**config.mk**
```make
export PLATFORM = sky130hd
export DESIGN_NAME = wall_centering_error_top
export DESIGN_NICKNAME = d
export VERILOG_FILES = /design/src/hdl/wce_pkg.sv /design/src/hdl/wce_in_reg.sv /design/src/hdl/wce_core.sv /design/src/hdl/wall_centering_error_top.sv
export SDC_FILE = /design/constraint.sdc
export NUM_CORES = 1
export LEC_CHECK = 0
export CORE_ASPECT_RATIO = 1.2
export CORE_MARGIN = 2
export CORE_UTILIZATION = 25
export CTS_CLUSTER_DIAMETER = 40
export DETAILED_ROUTE_END_ITERATION = 10
export DONT_BUFFER_PORTS = 1
export PLACE_DENSITY_LB_ADDON = 0.25
export RECOVER_POWER = 25
export SLEW_MARGIN = 10
export SYNTH_ARGS = -nofsm -noshare
export SYNTH_HDL_FRONTEND = slang
export SYNTH_SLANG_ARGS = --single-unit
```
**constraint.sdc**
```tcl
create_clock -name clk -period 16.4 [get_ports clk]
set_clock_uncertainty 0.1 [all_clocks]
set_input_delay 1.64 -clock clk [delete_from_list [all_inputs] [get_ports clk]]
set_output_delay 1.64 -clock clk [all_outputs]
set_load 0.01 [all_outputs]
```
**src/hdl/wce_pkg.sv**
```systemverilog
// Shared types, codes and constants of the wall centering error block.
package wce_pkg;

    localparam int READING_W = 12;
    localparam int SPEED_W   = 11;
    localparam int CORR_W    = 8;
    localparam int COUNT_W   = 8;
    localparam int CMD_W     = 2;
    localparam int CFG_IDX_W = 2;

    localparam int SETTLE_LIMIT_DEFAULT = 200;

    localparam logic [READING_W-1:0] LEFT_REF_RESET  = 12'd1035;
    localparam logic [READING_W-1:0] RIGHT_REF_RESET = 12'd1063;

    localparam logic [CMD_W-1:0] CMD_SAMPLE     = 2'd0;
    localparam logic [CMD_W-1:0] CMD_MOVE_START = 2'd1;
    localparam logic [CMD_W-1:0] CMD_MOVE_END   = 2'd2;

    localparam logic [CFG_IDX_W-1:0] CFG_LEFT_REF  = 2'd0;
    localparam logic [CFG_IDX_W-1:0] CFG_RIGHT_REF = 2'd1;

    typedef struct packed {
        logic [CMD_W-1:0]         cmd;
        logic [READING_W-1:0]     left_reading;
        logic [READING_W-1:0]     right_reading;
        logic signed [SPEED_W-1:0] left_wheel_speed;
        logic signed [SPEED_W-1:0] right_wheel_speed;
    } wce_item_t;

    typedef struct packed {
        logic [READING_W-1:0] left_ref;
        logic [READING_W-1:0] right_ref;
    } wce_refs_t;

endpackage

```
**src/hdl/wce_in_reg.sv**
```systemverilog
// Input register stage holding one input transfer for the step logic.
module wce_in_reg
(
    input  logic                clk,
    input  logic                rst_n,
    input  logic                in_valid,
    output logic                in_ready,
    input  wce_pkg::wce_item_t  in_item,
    input  logic                advance,
    output logic                item_valid,
    output wce_pkg::wce_item_t  item
);

    logic               valid_reg;
    logic               valid_next;
    wce_pkg::wce_item_t item_reg;

    assign in_ready   = !valid_reg || advance;
    assign valid_next = in_ready ? in_valid : valid_reg;

    always_ff @(posedge clk or negedge rst_n)
    begin
        if (!rst_n)
        begin
            valid_reg <= 1'b0;
        end
        else
        begin
            valid_reg <= valid_next;
        end
    end

    always_ff @(posedge clk)
    begin
        if (in_ready && in_valid)
        begin
            item_reg <= in_item;
        end
    end

    assign item_valid = valid_reg;
    assign item       = item_reg;

endmodule

```
**src/hdl/wce_core.sv**
```systemverilog
// Steering error step logic with settle counter and held corrections.
module wce_core
#(
    parameter int SETTLE_LIMIT = wce_pkg::SETTLE_LIMIT_DEFAULT
)
(
    input  logic                                clk,
    input  logic                                rst_n,
    input  logic                                fire,
    input  wce_pkg::wce_item_t                  item,
    input  wce_pkg::wce_refs_t                  refs,
    output logic signed [wce_pkg::CORR_W-1:0]   left_corr,
    output logic signed [wce_pkg::CORR_W-1:0]   right_corr
);

    localparam logic [wce_pkg::COUNT_W-1:0] LIMIT_C = wce_pkg::COUNT_W'(SETTLE_LIMIT);

    logic [wce_pkg::COUNT_W-1:0]       settle_count_reg;
    logic [wce_pkg::COUNT_W-1:0]       settle_count_next;
    logic signed [wce_pkg::CORR_W-1:0] held_left_reg;
    logic signed [wce_pkg::CORR_W-1:0] held_left_next;
    logic signed [wce_pkg::CORR_W-1:0] held_right_reg;
    logic signed [wce_pkg::CORR_W-1:0] held_right_next;

    logic               left_seen;
    logic               right_seen;
    logic signed [14:0] diff_both;
    logic signed [14:0] diff_left;
    logic signed [14:0] diff_right;
    logic signed [14:0] numer;
    logic [12:0]        numer_mag;
    logic [25:0]        err_prod;
    logic [8:0]         err_mag;
    logic signed [9:0]  err;
    logic [10:0]        speed_mag;
    logic [20:0]        speed_prod;
    logic [6:0]         lim_mag;
    logic signed [9:0]  lim;
    logic signed [9:0]  lim_neg;
    logic signed [9:0]  clamp_hi;
    logic signed [9:0]  clamp_out;
    logic signed [9:0]  corr;
    logic               single_drop;

    assign left_seen  = ({1'b0, item.left_reading} + 13'd50) > {1'b0, refs.left_ref};
    assign right_seen = ({1'b0, item.right_reading} + 13'd50) > {1'b0, refs.right_ref};

    assign diff_both  = $signed({3'b000, item.left_reading}) - $signed({3'b000, item.right_reading})
                      - $signed({3'b000, refs.left_ref}) + $signed({3'b000, refs.right_ref});
    assign diff_left  = $signed({3'b000, item.left_reading}) - $signed({3'b000, refs.left_ref});
    assign diff_right = $signed({3'b000, item.right_reading}) - $signed({3'b000, refs.right_ref});

    always_comb
    begin
        if (left_seen && right_seen)
        begin
            numer = diff_both;
        end
        else if (left_seen)
        begin
            numer = diff_left;
        end
        else
        begin
            numer = diff_right;
        end
    end

    // divide by 25 through reciprocal 5243 / 2^17, exact below 2^13
    assign numer_mag = numer[14] ? 13'(-numer) : numer[12:0];
    assign err_prod  = 26'(numer_mag) * 26'd5243;
    assign err_mag   = err_prod[25:17];
    assign err       = numer[14] ? -$signed({1'b0, err_mag}) : $signed({1'b0, err_mag});

    // divide by 15 through reciprocal 1093 / 2^14, exact below 1489
    assign speed_mag  = item.left_wheel_speed[10] ? 11'(-item.left_wheel_speed)
                                                  : item.left_wheel_speed;
    assign speed_prod = 21'(speed_mag) * 21'd1093;
    assign lim_mag    = speed_prod[20:14];
    assign lim        = item.left_wheel_speed[10] ? -$signed({3'b000, lim_mag})
                                                  : $signed({3'b000, lim_mag});
    assign lim_neg    = -lim;

    assign clamp_hi    = (err > lim) ? lim : err;
    assign clamp_out   = (clamp_hi < lim_neg) ? lim_neg : clamp_hi;
    assign single_drop = !(left_seen && right_seen) && (err < -10'sd15);
    assign corr        = single_drop ? 10'sd0 : clamp_out;

    always_comb
    begin
        settle_count_next = settle_count_reg;
        held_left_next    = held_left_reg;
        held_right_next   = held_right_reg;
        unique case (item.cmd)
            wce_pkg::CMD_SAMPLE:
            begin
                if (item.left_wheel_speed == item.right_wheel_speed)
                begin
                    if (!left_seen && !right_seen)
                    begin
                        settle_count_next = '0;
                        held_left_next    = '0;
                        held_right_next   = '0;
                    end
                    else if (settle_count_reg <= LIMIT_C)
                    begin
                        settle_count_next = settle_count_reg + 1'b1;
                    end
                    else if (left_seen)
                    begin
                        held_left_next  = corr[7:0];
                        held_right_next = 8'(-corr);
                    end
                    else
                    begin
                        held_left_next  = 8'(-corr);
                        held_right_next = corr[7:0];
                    end
                end
            end
            wce_pkg::CMD_MOVE_START:
            begin
                settle_count_next = '0;
            end
            wce_pkg::CMD_MOVE_END:
            begin
                held_left_next  = '0;
                held_right_next = '0;
            end
            default:
            begin
            end
        endcase
    end

    always_ff @(posedge clk or negedge rst_n)
    begin
        if (!rst_n)
        begin
            settle_count_reg <= '0;
            held_left_reg    <= '0;
            held_right_reg   <= '0;
        end
        else if (fire)
        begin
            settle_count_reg <= settle_count_next;
            held_left_reg    <= held_left_next;
            held_right_reg   <= held_right_next;
        end
    end

    assign left_corr  = held_left_reg;
    assign right_corr = held_right_reg;

endmodule

```
**src/hdl/wall_centering_error_top.sv**
```systemverilog
// Top level of the wall centering error block: handshakes, references, result stage.
//
//  channel | direction | handshake              | payload
//  --------+-----------+------------------------+-------------------------------------------
//  in      | input     | in_valid / in_ready    | cmd, readings, wheel speeds
//  out     | output    | out_valid / out_ready  | left_correction, right_correction
//  cfg     | input     | cfg_valid / cfg_ready  | cfg_index, cfg_data
//
// One transfer per cycle in steady state; a result is offered once its input transfer
// has passed the input register and the step logic into the held correction registers.
// The held corrections are the result register; they update only when the result slot
// is free, so a stalled output holds and the input side stalls one item behind it.
// Reset clears the settle counter and corrections and loads the default references.
// cfg_ready is always high.
module wall_centering_error_top
#(
    parameter int SETTLE_LIMIT = wce_pkg::SETTLE_LIMIT_DEFAULT
)
(
    input  logic                                   clk,
    input  logic                                   rst_n,
    input  logic                                   in_valid,
    output logic                                   in_ready,
    input  logic [wce_pkg::CMD_W-1:0]              cmd,
    input  logic [wce_pkg::READING_W-1:0]          left_reading,
    input  logic [wce_pkg::READING_W-1:0]          right_reading,
    input  logic signed [wce_pkg::SPEED_W-1:0]     left_wheel_speed,
    input  logic signed [wce_pkg::SPEED_W-1:0]     right_wheel_speed,
    output logic                                   out_valid,
    input  logic                                   out_ready,
    output logic signed [wce_pkg::CORR_W-1:0]      left_correction,
    output logic signed [wce_pkg::CORR_W-1:0]      right_correction,
    input  logic                                   cfg_valid,
    output logic                                   cfg_ready,
    input  logic [wce_pkg::CFG_IDX_W-1:0]          cfg_index,
    input  logic [wce_pkg::READING_W-1:0]          cfg_data
);

    wce_pkg::wce_item_t in_item;
    wce_pkg::wce_item_t item;
    wce_pkg::wce_refs_t refs;
    logic               item_valid;
    logic               advance;
    logic               fire;
    logic               out_valid_reg;
    logic               out_valid_next;
    logic [wce_pkg::READING_W-1:0] left_ref_reg;
    logic [wce_pkg::READING_W-1:0] right_ref_reg;

    assign in_item.cmd               = cmd;
    assign in_item.left_reading      = left_reading;
    assign in_item.right_reading     = right_reading;
    assign in_item.left_wheel_speed  = left_wheel_speed;
    assign in_item.right_wheel_speed = right_wheel_speed;

    assign advance = !out_valid_reg || out_ready;
    assign fire    = advance && item_valid;

    wce_in_reg u_in_reg
    (
        .clk        (clk),
        .rst_n      (rst_n),
        .in_valid   (in_valid),
        .in_ready   (in_ready),
        .in_item    (in_item),
        .advance    (advance),
        .item_valid (item_valid),
        .item       (item)
    );

    assign refs.left_ref  = left_ref_reg;
    assign refs.right_ref = right_ref_reg;

    wce_core #(
        .SETTLE_LIMIT (SETTLE_LIMIT)
    ) u_core
    (
        .clk        (clk),
        .rst_n      (rst_n),
        .fire       (fire),
        .item       (item),
        .refs       (refs),
        .left_corr  (left_correction),
        .right_corr (right_correction)
    );

    assign out_valid_next = advance ? item_valid : out_valid_reg;

    always_ff @(posedge clk or negedge rst_n)
    begin
        if (!rst_n)
        begin
            out_valid_reg <= 1'b0;
        end
        else
        begin
            out_valid_reg <= out_valid_next;
        end
    end

    assign out_valid = out_valid_reg;
    assign cfg_ready = 1'b1;

    always_ff @(posedge clk or negedge rst_n)
    begin
        if (!rst_n)
        begin
            left_ref_reg  <= wce_pkg::LEFT_REF_RESET;
            right_ref_reg <= wce_pkg::RIGHT_REF_RESET;
        end
        else if (cfg_valid && cfg_ready)
        begin
            unique case (cfg_index)
                wce_pkg::CFG_LEFT_REF:  left_ref_reg  <= cfg_data;
                wce_pkg::CFG_RIGHT_REF: right_ref_reg <= cfg_data;
                default:
                begin
                end
            endcase
        end
    end

endmodule
```
==> impl_metrics.env <==
export IMPL_cp_max_fo=6
export IMPL_grt_first_pass_wirelength_um=59200
export IMPL_hold_viol=0
export IMPL_cpMostUsedCell="ha_1"
export IMPL_fin_crit_sh=0.955
export IMPL_worstMarginPinSlew_ns=1.03
export IMPL_timing_slew_headroom=0.310
export IMPL_min_to="out_valid"
export IMPL_vias=10800
export IMPL_die_x_um=219
export IMPL_r2r_start="u_in_reg.item[23]"
export IMPL_synthCells=1512
export IMPL_cts_buffers=9
export IMPL_nets=1932
export IMPL_finalSetupViolations=0
export IMPL_reg2reg_depth=65
export IMPL_grt_ovfl_total=0
export IMPL_globalplace_congestion=0.839
export IMPL_hp_start="u_in_reg.item_valid"
export IMPL_end_kind="flip-flop"
export IMPL_drt_vias_per_instance=4.78
export IMPL_maxClockFrequency_mhz=63.8
export IMPL_drc=0
export IMPL_crit_required_ns=16.62
export IMPL_antenna_found_initial=3
export IMPL_post_synth_top_area_cell="ha_1"
export IMPL_worst_slack_ns=0.737
export IMPL_insertion_delay_ns=0.38
export IMPL_cp_arrival_ns=15.88
export IMPL_syn_area_per_cell_um2=9.13
export IMPL_clk_pin_slew_ns=0.08
export IMPL_outcome="finished clean"
export IMPL_hold_path_class="flip-flop to flip-flop"
export IMPL_path_class="flip-flop to flip-flop"
export IMPL_dp_slack_ns=-0.141
export IMPL_synth_nets=1902
export IMPL_yosys_top_cells_count="ha_1, inv_1, nand2_1"
export IMPL_rrSetupSlack_ns=0.74
export IMPL_ys_seq_area_frac=0.194
export IMPL_io_pins=86
export IMPL_track_usage=0.131
export IMPL_chipHeight_um=261
export IMPL_drive_gt1_frac=0.0995
export IMPL_synth_area_leaders="ha_1, fa_1, edfxtp_1"
export IMPL_grt_pass1_vias=11200
export IMPL_holdBufCountCts=0
export IMPL_fin_crit_ns=15.66
export IMPL_worstSetupStartpointType="flip-flop"
export IMPL_htree_num_levels=3
export IMPL_ys_ff_latch=97
export IMPL_finalSetupTns_ns=0
export IMPL_synth_flop_cell="edfxtp_1"
export IMPL_drt_iter0_markers=411
export IMPL_final_util=0.282
export IMPL_drv_cap=0
export IMPL_cts_root_buf="clkbuf_16"
export IMPL_ys_types=96
export IMPL_clock_path_buffers=2
export IMPL_grt_max_degree=50
export IMPL_netlist_area_um2=13800
export IMPL_hpwl_um=31300
export IMPL_areaGrowthSynthToFinish_pct=11.8
export IMPL_largest_register_ffs=48
export IMPL_drt_wl_total_um=36800
export IMPL_clkSinkCount=97
export IMPL_placement_rows=94
export IMPL_r2r_end="u_core.right_corr[6]"
export IMPL_synth_most_common_cell="ha_1"
export IMPL_worst_path_largest_cell_delay_ns=0.60
export IMPL_wl_per_cell_um=16.2
export IMPL_die_area_um2=57100
export IMPL_holdPathStages=1
export IMPL_firstDrtPassIters=5
export IMPL_ant_nets=0
export IMPL_path_delay_family="compound AO/OA/AOI/OAI gates"
export IMPL_final_max_slew_violation_count=0
export IMPL_initial_core_util=0.252
export IMPL_synth_top_area_share=0.226
export IMPL_cpMaxStageDelayCell="or4b_2"
export IMPL_coreArea_um2=54700
export IMPL_cp_num_buf_inv=11
export IMPL_ys_warn_count=0
export IMPL_synth_edf_count=48
export IMPL_async_flop_share=0.505
export IMPL_holdWs_ns=0.412
export IMPL_cts_tree="built"
export IMPL_io_buffers=0
## how the worst max path moves through the flow
stage / start / slack (ns) / endpoint / depth (start not counted)
floorplan: u_in_reg.item[23] / 0.30 / u_core.right_corr[6] / 70
global placement: u_in_reg.item[23] / 0.13 / u_core.right_corr[6] / 64
detailed placement: u_in_reg.item[35] / -0.14 / u_core.right_corr[6] / 63
CTS: u_in_reg.item[23] / 0.01 / u_core.right_corr[6] / 67
global route: u_in_reg.item[34] / -0.05 / u_core.right_corr[6] / 69
finish: u_in_reg.item[23] / 0.74 / u_core.right_corr[6] / 65
## cell usage in the layout, fill, tap and decap left out, types with 17 or more instances in the layout
cell type	n
inv_1	226
a21o_1	31
edfxtp_1	48
fa_1	74
buf_4	46
o21bai_1	17
a21oi_1	66
mux2_2	18
nor2_1	61
nand3_1	39
nand2b_1	18
xnor2_1	80
dfrtp_1	40
o21ai_0	71
xor2_1	31
nand2_1	96
o211ai_1	18
ha_1	247
## final cells by class
type,instances,area (µm²)
Antenna cell,2,5.00
Inverter,229,860
Timing Repair Buffer,47,357
Clock inverter,5,63.8
Multi-Input combinational cell,1158,10300
Fill cell,5846,39300
Tap cell,720,901
Sequential cell,97,2680
Clock buffer,11,243
## timing repair
action | 4_1_cts | 5_1_grt
setup endpoints to repair | 4 | 15
setup buffers | 2 | 13
endpoints found under the hold margin | 0 | 0
gates resized for setup | 3 | 40
pin swaps | 2 | 14
## per-layer routing
metal	routed length (µm)	track usage
met5	7	0
met4	736	0.0376
met3	787	0.0143
met2	19100	0.242
met1	16200	0.158
## per-stage QoR
stage,instances,instance area [µm²]
3_5_place_dp,2236,14800
2_1_floorplan,1512,13800
6_report,2269,15400
4_1_cts,2254,15200
3_3_place_gp,2236,14800
5_1_grt,2269,15400
## logic make-up (layout without fill, tap and decap cells)
family / after synthesis / in the layout / share of synthesized area
other: 1 / 3 / 0.000272
buffers and inverters: 257 / 292 / 0.0711
flip-flops: 97 / 97 / 0.194
multiplexers: 34 / 34 / 0.0269
AND/OR/NAND/NOR: 327 / 327 / 0.120
AO/OA/AOI/OAI: 357 / 357 / 0.179
adder cells (fa/ha/maj): 323 / 323 / 0.333
XOR/XNOR: 116 / 116 / 0.0765
Power is left out: the tool's default activity adds up to more than one toggle a clock period on the data nets, which glitch-free logic cannot reach.
